$ cat config.mk
export PLATFORM = sky130hd
export DESIGN_NAME = ddwr_div
export DESIGN_NICKNAME = d
export VERILOG_FILES = /design/src/hw/rtl/ddwr_div.sv
export SDC_FILE = /design/constraint.sdc
export NUM_CORES = 2
export LEC_CHECK = 0
export BUFFER_PORTS_ARGS = -buffer_cell sky130_fd_sc_hd__buf_2
export CELL_PAD_IN_SITES_DETAIL_PLACEMENT = 0
export CELL_PAD_IN_SITES_GLOBAL_PLACEMENT = 1
export CORE_ASPECT_RATIO = 0.8
export CORE_MARGIN = 2
export CORE_UTILIZATION = 45
export DETAILED_ROUTE_END_ITERATION = 8
export PLACE_DENSITY = 0.79
export REMOVE_ABC_BUFFERS = 1
export SYNTH_ARGS = -nofsm -noshare
export SYNTH_HDL_FRONTEND = slang
export SYNTH_SLANG_ARGS = --single-unit
export TNS_END_PERCENT = 5
$ cat constraint.sdc
create_clock -name clk_i -period 7.6 [get_ports clk_i]
set_clock_uncertainty 0.15 [all_clocks]
set_input_delay 1.14 -clock clk_i [delete_from_list [all_inputs] [get_ports clk_i]]
set_output_delay 1.14 -clock clk_i [all_outputs]
set_load 0.01 [all_outputs]
$ cat src/hw/rtl/ddwr_div.sv
// Pipelined rounding divider: quotient = round(num / den), ties away from
// zero, one quotient bit resolved per register stage. den must be nonzero
// and |num| / den must stay below 2**QW.
module ddwr_div #(
  parameter int NW = 48,
  parameter int DW = 31,
  parameter int QW = 31,
  parameter int SW = 1
) (
  input  logic                 clk_i,
  input  logic                 rst_ni,
  input  logic                 en_i,
  input  logic                 valid_i,
  input  logic signed [NW-1:0] num_i,
  input  logic        [DW-1:0] den_i,
  input  logic        [SW-1:0] side_i,
  output logic                 valid_o,
  output logic signed [QW:0]   quo_o,
  output logic        [SW-1:0] side_o
);

  localparam int RW = ((NW > DW) ? NW : DW) + 1;
  localparam int TW = DW + 1 + QW;
  localparam int XW = (RW > TW) ? RW : TW;

  logic [RW-1:0] rem_q  [QW+1];
  logic [DW:0]   dd_q   [QW+1];
  logic [QW-1:0] quo_q  [QW+1];
  logic          neg_q  [QW+1];
  logic          vld_q  [QW+1];
  logic [SW-1:0] side_q [QW+1];

  logic [NW-1:0] mag;

  // Entry stage: rounding is folded in as (2|n| + d) / (2d).
  assign mag = num_i[NW-1] ? NW'(-num_i) : NW'(num_i);

  always_ff @(posedge clk_i or negedge rst_ni) begin
    if (!rst_ni) begin
      vld_q[0] <= 1'b0;
    end else if (en_i) begin
      vld_q[0] <= valid_i;
    end
  end

  always_ff @(posedge clk_i) begin
    if (en_i) begin
      rem_q[0]  <= RW'({mag, 1'b0}) + RW'(den_i);
      dd_q[0]   <= {den_i, 1'b0};
      quo_q[0]  <= '0;
      neg_q[0]  <= num_i[NW-1];
      side_q[0] <= side_i;
    end
  end

  // One restoring subtract step per stage, most significant bit first.
  for (genvar k = 1; k <= QW; k++) begin : g_step
    localparam int SH = QW - k;
    logic [XW-1:0] trial;
    logic [XW-1:0] rem_w;
    logic          ge;

    assign trial = XW'(dd_q[k-1]) << SH;
    assign rem_w = XW'(rem_q[k-1]);
    assign ge    = (rem_w >= trial);

    always_ff @(posedge clk_i or negedge rst_ni) begin
      if (!rst_ni) begin
        vld_q[k] <= 1'b0;
      end else if (en_i) begin
        vld_q[k] <= vld_q[k-1];
      end
    end

    always_ff @(posedge clk_i) begin
      if (en_i) begin
        rem_q[k]  <= ge ? RW'(rem_w - trial) : rem_q[k-1];
        dd_q[k]   <= dd_q[k-1];
        quo_q[k]  <= {quo_q[k-1][QW-2:0], ge};
        neg_q[k]  <= neg_q[k-1];
        side_q[k] <= side_q[k-1];
      end
    end
  end

  // Restore the sign of the quotient.
  assign valid_o = vld_q[QW];
  assign side_o  = side_q[QW];
  assign quo_o   = neg_q[QW] ? -$signed({1'b0, quo_q[QW]}) : $signed({1'b0, quo_q[QW]});

endmodule

==> run metrics <==
die height 523 µm; postcts setup bufs 0; Post-CTS Hold Buffers 0; global-route wire length before repair 533,000 µm; non-filler cells, final 17,300; share of cells above drive strength 1 7.87%; Max Freq 183 MHz; most common cell after layout, fill and taps aside edfxtp_1; CTS buffer count 314; dpl hpwl 263,000 µm; Max VDD drop 0.263 mV; critical path endpoint category primary output; Max FO, Critical Path 4; placed cells 16,700; Routability Congestion 0.918; die area 342,000 µm²; ANT nets after route 0; Min Hold Slack 0.127 ns; critical path endpoint quo_o[28]; vias in the first global route 88,900; Seq/Total Area, Yosys 60.1%; Sinks on Clock Net 3,041; fin nets 13,700; Worst setup SP type flip-flop; Synth Cell Area 152,000 µm²; FF-to-FF Start rem_q[0][705]$_DFFE_PP_; asr flop ratio synth 1.05%; Tot GR Track Use 20.0%; FP Rows 190; worst slew pin tran 1.19 ns; clock-pin slew on the worst setup and hold paths 0.07 ns; drt drc 0; htree depth 5; capture point of the worst reg-to-reg path rem_q[0][766]$_DFFE_PP_; IO buf count 117; slew margin rel. 20.2%; ys flop type edfxtp_1; commonest non-fill, non-tap cells in the layout 3,009 x edfxtp_1, 1,113 x inv_1, 923 x nand2_1, 906 x ha_1, 855 x o21ai_0; Pins Over Slew Limit 0; Comb power frac 28.5%; Core Region 335,000 µm²; reg2reg setup slack 2.31 ns; Post-Place Worst Slack 1.70 ns; Power Dens Cells 329 nW/µm²; syn avg cell area 12.3 µm²; yosys warns 0; worst path arrival time 4.16 ns; first-pass iteration count of the detailed router 6; Initial Utilization 45.3%; count of cell types in the netlist 89; Crit Path Class flip-flop to primary output; worst hold-check path type primary input to async pin; post_cts resized 0; largest net degree at the start of global routing 192; EDFF count, synth 3,009; via count 95,300; CTS tree done; antenna violations before repair 26; # setup viols final 0; sw frac 31.5%; Fin Setup TNS 0 ns; Die Width 653 µm; Reg power frac 43.0%; routed len/inst 20.2 µm; Psw 17.5 mW; Vias/cell 5.51; fin crit period 5.45 ns; final hold violations 0; cell count after synthesis 12,300; share of the synthesized area in the top cell type 59.5%; Clk pwr share 28.5%; status completed; setup repair after global routing missed its margin false; DR iter-0 viols 9,605; final worst slack 2.15 ns; # IOs 118; synth top area cells edfxtp_1 60%, ha_1 7.5%, xnor2_1 3.2%; Period Utilization, post-route 71.8%; P&R area growth vs syn 11.0%; clk buf depth 4; Synth area leader edfxtp_1; FF+latch count, synth 3,041; max cap viols 0; Leak Pwr 65.6 nW; Worst-Skew Late Latency 0.92 ns; R2R cell count 12; Fillers 29,000; Pint 38.0 mW; CP required 6.31 ns; total grt overflow 0; Critical Path Start quo_q[7][94]$_DFFE_PP_; WL final 349,000 µm; clock root buffer clkbuf_16; Final Util 50.3%
-- how the worst min path moves through the flow --
stage                                      start                     end  slack [ns]  depth (start not counted)
after floorplan               neg_q[9]$_DFFE_PP_     neg_q[10]$_DFFE_PP_        0.25                          0
after global placement    quo_q[5][36]$_DFFE_PP_  quo_q[5][68]$_DFFE_PP_        0.25                          0
after detailed placement     neg_q[26]$_DFFE_PP_     neg_q[27]$_DFFE_PP_        0.25                          0
after CTS                                 rst_ni   vld_q[10]$_DFFE_PN0P_        0.06                          1
after global routing                      rst_ni   vld_q[10]$_DFFE_PN0P_        0.13                          1
final                                     rst_ni    vld_q[5]$_DFFE_PN0P_        0.13                          1
-- power groups by stage --
stage	sequential, mW	combinational, mW	clock, mW
finish	23.8	15.8	15.8
global route	24.1	17.7	16.8
CTS	23.8	15.7	16.2
detailed placement	24.2	15.5	0
global placement	24.2	15.5	0
floorplan	23.2	11.9	0
-- flip-flops by register name, summed over array words and instances (netlist names) --
name,cells
side_q,32
vld_q,31
valid_o,1
dd_q,930
neg_q,32
rem_q,1519
quo_q,496
-- worst max-delay path: stages (launching register included) --
cell and delay, ns:
edfxtp_1 0.42, inv_1 0.09, ha_1 0.15, nand2_1 0.06, or3_1 0.34, or3_1 0.49, nand2b_1 0.28, or3_1 0.40
or4_1 0.46, o31ai_1 0.26, xnor2_1 0.14, buf_2 0.14
-- final cells by class --
cell class	count	area (µm²)	area share [%]
diodes	3	7.51	0.00446
clock buffers	364	8190	4.86
clock inverters	196	2280	1.36
inverters	1114	4180	2.48
multi-input cells	7963	55800	33.1
flip-flops and latches	3041	91200	54.1
well taps	4416	5530	3.28
repair buffers	197	1380	0.817
-- logic make-up after synthesis --
| family | after synthesis | share of synthesized area, % |
|---|---|---|
| flip-flops | 3041 | 60.1 |
| AND/OR/NAND/NOR | 2876 | 9.30 |
| buffers and inverters | 1337 | 3.33 |
| AO/OA/AOI/OAI | 2953 | 12.1 |
| multiplexers | 261 | 1.92 |
| XOR/XNOR | 936 | 5.40 |
| adder cells (fa/ha/maj) | 937 | 7.88 |
-- per-stage QoR --
stage               area [µm²]  power [mW]
floorplan               151000        35.1
global placement        158000        39.6
detailed placement      158000        39.7
CTS                     169000        55.7
global route            169000        58.6
finish                  169000        55.4
-- cells in the mapped netlist, types with 118 or more instances --
library cell / count
a21o_1: 429
a21oi_1: 810
clkbuf_1: 188
edfxtp_1: 3009
ha_1: 906
inv_1: 1113
mux2_2: 242
nand2_1: 924
nand2b_1: 156
nand3_1: 182
nand4_1: 134
nor2_1: 599
nor2b_1: 135
nor3_1: 175
nor4_1: 165
o21a_1: 129
o21ai_0: 856
o21bai_1: 118
xnor2_1: 557
xor2_1: 379
-- per-layer routing --
layer | routed length [µm] | global-route usage (%) | vias to the layer above
met5 | 66 | 0 | -
met4 | 8110 | 4.84 | 10
met3 | 24400 | 3.33 | 481
met2 | 147000 | 29.4 | 2717
met1 | 169000 | 30.9 | 45700
li1 | - | - | 46400
(Power assumes the default switching activity.)
