`src/hw/rtl/ddwr_pkg.sv`:
```
package ddwr_pkg;

  // Configuration register indexes.
  localparam logic [1:0] CFG_WHEEL_DIAMETER = 2'd0;
  localparam logic [1:0] CFG_TRACK_WIDTH    = 2'd1;
  localparam logic [1:0] CFG_GEAR_RATIO     = 2'd2;
  localparam logic [1:0] CFG_MAX_RPM        = 2'd3;

  // Reset values of the configuration registers.
  localparam logic [15:0] RST_WHEEL_DIAMETER = 16'd1024;
  localparam logic [15:0] RST_TRACK_WIDTH    = 16'd3072;
  localparam logic [15:0] RST_GEAR_RATIO     = 16'd256;
  localparam logic [15:0] RST_MAX_RPM        = 16'd3200;

  // Curve direction codes.
  localparam logic [1:0] DIR_NONE  = 2'd0;
  localparam logic [1:0] DIR_LEFT  = 2'd1;
  localparam logic [1:0] DIR_RIGHT = 2'd2;

  // Fixed-point scale factors of the kinematics.
  localparam logic signed [23:0] K_BASE  = 24'sd5120000;
  localparam logic signed [8:0]  K_TURN  = 9'sd254;
  localparam logic [18:0]        K_DEN   = 19'd392699;
  localparam logic signed [9:0]  K_NUM   = 10'sd375;

  // Datapath widths.
  localparam int NumW  = 49;  // signed side numerator after the 375 factor
  localparam int DenW  = 51;  // unsigned common denominator
  localparam int Quo0W = 30;  // magnitude bits of the first quotient
  localparam int ValW  = 32;  // signed side value after the first division

  // Saturation bounds of the result fields.
  localparam logic signed [31:0] OUT_MAX = 32'sd8388607;
  localparam logic signed [31:0] OUT_MIN = -32'sd8388608;

endpackage

```
`src/hw/rtl/ddwr_front.sv`:
```
// Kinematics front end: forms both side numerators and the common
// denominator over three register stages.
module ddwr_front (
  input  logic                                 clk_i,
  input  logic                                 rst_ni,
  input  logic                                 en_i,
  input  logic                                 valid_i,
  input  logic signed [15:0]                   lin_i,
  input  logic signed [15:0]                   ang_i,
  input  logic        [1:0]                    dir_i,
  input  logic        [15:0]                   diameter_i,
  input  logic        [15:0]                   track_i,
  input  logic        [15:0]                   gear_i,
  output logic                                 valid_o,
  output logic signed [ddwr_pkg::NumW-1:0]     num_l_o,
  output logic signed [ddwr_pkg::NumW-1:0]     num_r_o,
  output logic        [ddwr_pkg::DenW-1:0]     den_o,
  output logic        [1:0]                    dir_o
);

  logic [2:0]        vld_q;
  logic [1:0]        dir1_q, dir2_q, dir3_q;
  logic signed [39:0] base_q;
  logic signed [32:0] tw_q;
  logic        [31:0] dg_q;
  logic signed [41:0] nl_q, nr_q;
  logic        [50:0] den2_q, den3_q;
  logic signed [ddwr_pkg::NumW-1:0] nl3_q, nr3_q;

  logic [15:0]        d_eff, g_eff;
  logic signed [40:0] turn;
  logic signed [51:0] nl375, nr375;

  // A zero diameter or gear ratio acts as one.
  assign d_eff = (diameter_i == 16'd0) ? 16'd1 : diameter_i;
  assign g_eff = (gear_i == 16'd0) ? 16'd1 : gear_i;

  assign turn  = tw_q * ddwr_pkg::K_TURN;
  assign nl375 = nl_q * ddwr_pkg::K_NUM;
  assign nr375 = nr_q * ddwr_pkg::K_NUM;

  always_ff @(posedge clk_i or negedge rst_ni) begin
    if (!rst_ni) begin
      vld_q <= '0;
    end else if (en_i) begin
      vld_q <= {vld_q[1:0], valid_i};
    end
  end

  always_ff @(posedge clk_i) begin
    if (en_i) begin
      // Stage one: the three products of the inputs and registers.
      base_q <= lin_i * ddwr_pkg::K_BASE;
      tw_q   <= ang_i * $signed({1'b0, track_i});
      dg_q   <= d_eff * g_eff;
      dir1_q <= dir_i;
      // Stage two: side speeds and the denominator.
      nl_q   <= 42'(base_q) - 42'(turn);
      nr_q   <= 42'(base_q) + 42'(turn);
      den2_q <= dg_q * ddwr_pkg::K_DEN;
      dir2_q <= dir1_q;
      // Stage three: apply the RPM conversion factor.
      nl3_q  <= nl375[ddwr_pkg::NumW-1:0];
      nr3_q  <= nr375[ddwr_pkg::NumW-1:0];
      den3_q <= den2_q;
      dir3_q <= dir2_q;
    end
  end

  assign valid_o = vld_q[2];
  assign num_l_o = nl3_q;
  assign num_r_o = nr3_q;
  assign den_o   = den3_q;
  assign dir_o   = dir3_q;

endmodule

```
`config.mk`:
```
export PLATFORM = sky130hd
export DESIGN_NAME = ddwr_front
export DESIGN_NICKNAME = d
export VERILOG_FILES = /design/src/hw/rtl/ddwr_pkg.sv /design/src/hw/rtl/ddwr_front.sv
export SDC_FILE = /design/constraint.sdc
export NUM_CORES = 2
export LEC_CHECK = 0
export BUFFER_PORTS_ARGS = -buffer_cell sky130_fd_sc_hd__buf_2
export CAP_MARGIN = 20
export CORE_AREA = 3 3 372 374
export CTS_CLUSTER_SIZE = 10
export DETAILED_ROUTE_END_ITERATION = 12
export DIE_AREA = 0 0 375 377
export GPL_TIMING_DRIVEN = 0
export PLACE_DENSITY = 0.76
export SLEW_MARGIN = 10
export SYNTH_ARGS = -nofsm -noshare
export SYNTH_HDL_FRONTEND = slang
export SYNTH_SLANG_ARGS = --single-unit
```
`constraint.sdc`:
```
create_clock -name clk_i -period 9.5 [get_ports clk_i]
set_input_delay 1.425 -clock clk_i [delete_from_list [all_inputs] [get_ports clk_i]]
set_output_delay 1.425 -clock clk_i [all_outputs]
set_load 0.02 [all_outputs]
```
==> results.ini <==
[sta]
period_share=0.916
fin_skew_ps=56.2
slew_violations=0
min_period_ps=8710
slew_headroom=0.137
worst_slew_pin_slew_ps=1290
fmax_mhz=115
finalSetupViolCount=0
finalHoldViolCount=0
rsz0062_at_grt=no
setup_slack_ps=795

[worst_setup_path]
reg2reg_from=tw_q[3]$_DFFE_PP_
cp_common_cell=a21o_1
crit_required_ps=9890
max_stage_delay_ps=520
crit_slowest_cell=fa_1
cp-end-kind=register
criticalPathCategory=reg2reg
critical_path.startpoint=tw_q[3]$_DFFE_PP_
crit_path_max_fanout=10
worstPathArrival_ps=9090
cp-start-kind=register

[placement]
dp.cells=8660
place_area_um2=73500
io_buffers=235
hpwl_um=131000
dp_slack_ps=-13.1
gp_congestion=0.928

[routing]
drt-initial-drc-count=2829
dr.pass1.iters=6
met3WireLength_um=9060
met1_length_um=68700
detail_route.wl_per_cell_um=17.5
totalWireLength_um=153000
vias_per_cell=5.25
vias=45862
top_layer=met5
drtAntennaViolNets=0
met2_length_um=70800
drc_errors=0

[yosys]
postSynthCellCount=6640
synth_seq_cells=379
async_flop_share=0.00792
synth_seq_area_share=0.162
synth_cell_types=82
synth_area_leaders=fa_1 (38%), ha_1 (17%), edfxtp_1 (16%)
yosysWarningCount=0
synth_ff_type=edfxtp_1
yosysTopAreaCell=fa_1
syn_area_per_cell_um2=10.5
synth_area_um2=70000
synth_top_area_frac=0.382
synth_edf_count=376

[floorplan]
row_count=135
fp.dieH_um=377
io_pins=238
initial_utilization=0.518
die_w_um=375
design.die.area_um2=141000
core_um2=135000

[clock_network]
cts_max_level=2
cts_made_buffers=49
cts.clk_slew.worst_paths_ps=60
clk_latency_ps=660
cts_setup_buffers=0
root_buffer=clkbuf_16
cts_tree=yes
hold_buffers=0
clock_sinks=379
cts_resized=0
clockBufferDepth=3

[finish]
nFillCells=11501
syn2layout_area_growth_pct=7.12
postLayoutCellArea_um2=75000
multi_input_area_um2=51900
nets=9283
drive_gt1_frac=0.0523
utilization=0.555
regArea_um2=11400
fin_cells=8740

[min_path]
hold_path.class=reg2reg
min-delay-start=den2_q[48]$_DFFE_PP_

[outcome]
status=finished, final reports clean

[global_routing]
grt_overflow=0
grt_pass1_wl_um=256000
grt_pass1_vias=49109
antenna_found_initial=6
grt_start_max_net_pins=106
grt.total_usage=0.224

[job]
drv_cap=0

-- worst paths after layout --
| kind | to | slack (ps) | cells after the start |
|---|---|---|---|
| max | nl_q[40]$_DFFE_PP_ | 790 | 32 |
| max in group asynchronous | vld_q[2]$_DFFE_PN0P_ | 8800 | 1 |
| max reg2reg | nl_q[40]$_DFFE_PP_ | 790 | 32 |
| min reg2reg | den_o[48]$_DFFE_PP_ | 420 | 0 |
| min in group asynchronous | vld_q[1]$_DFFE_PN0P_ | 590 | 1 |
| min | den_o[48]$_DFFE_PP_ | 420 | 0 |
-- cells in the mapped netlist, drive strengths merged, types with 28 or more instances --
library cell and number:
ha 929, nand2b 48, a211oi 28, o21a 37, edfxtp 376, inv 1681
nand2 383, clkbuf 113, nor3 46, nand3 43, nor2 154, xnor2 214
o21bai 51, a21oi 253, a31oi 28, fa 1337, and2 216, a21o 152
nor2b 43, nand4 28, o21ai 119, xor2 106
-- registers in the layout, summed over array words and instances, names as in the netlist, 3 cells and up --
name     flops
tw_q        33
vld_q        3
nr_q        40
den2_q      51
base_q      27
nl_q        41
dg_q        32
num_r_o     47
num_l_o     48
den_o       51
-- layout make-up --
class	count	area share
Clock inverter	18	0.00270
Buffer	119	0.00614
Clock buffer	58	0.0168
Multi-Input combinational cell	4462	0.692
Antenna cell	3	0.000100
Timing Repair Buffer	239	0.0170
Inverter	1681	0.0841
Sequential cell	379	0.151
Tap cell	1781	0.0297
-- stage by stage --
step           setup TNS (ps)  hold WS [ps]
2_1_floorplan               0           400
3_3_place_gp                0           401
3_5_place_dp            -13.1           405
4_1_cts                     0           416
5_1_grt                     0           422
6_report                    0           416
-- layout by cell type (no fill, tap or decap), types with 9 or more instances in the layout --
cell and instances:
nand2_1 383, clkbuf_16 49, or3_1 18, fa_1 1337, a211o_1 9, o21bai_1 51, o21a_1 37, nor4_1 15
o31ai_1 17, clkbuf_1 122, and2_1 216, o21ai_0 112, nor3_1 46, buf_2 236, nand4_1 28, nand2b_1 48
edfxtp_1 376, xnor2_1 214, a21oi_1 249, a31oi_1 27, inv_1 1681, xor2_1 106, or2_2 17, o211ai_1 13
ha_1 929, nor2_1 154, nor2b_1 42, a211oi_1 23, nand3_1 43, and3_1 22, a221o_1 11, a21o_1 152
-- logic make-up after synthesis --
group / synth area share
fa+ha+maj: 0.548
mux: 0.000625
simple gates: 0.0749
compound gates: 0.0773
flops: 0.162
xor+xnor: 0.0400
buf+inv: 0.0967
other cells: 0.0000535
-- worst max-delay path, delay by kind of cell, from the launching register on --
family                     cells  cell delay, ps
AOI/OAI and AO/OA             12            2720
adders and majority gates      6            2620
and+or+nand+nor                8            1810
buffers and inverters          5             550
DFF                            1             480
xor gates and xnor gates       1             250
-- layer usage --
metal | up-vias | track usage
li1 | 21474 | -
met1 | 22853 | 0.318
met2 | 1273 | 0.365
met3 | 256 | 0.0339
met4 | 6 | 0.0556
met5 | - | 0
Power is left out: the tool's default activity adds up to more than one toggle a clock period on the data nets, which glitch-free logic cannot reach.
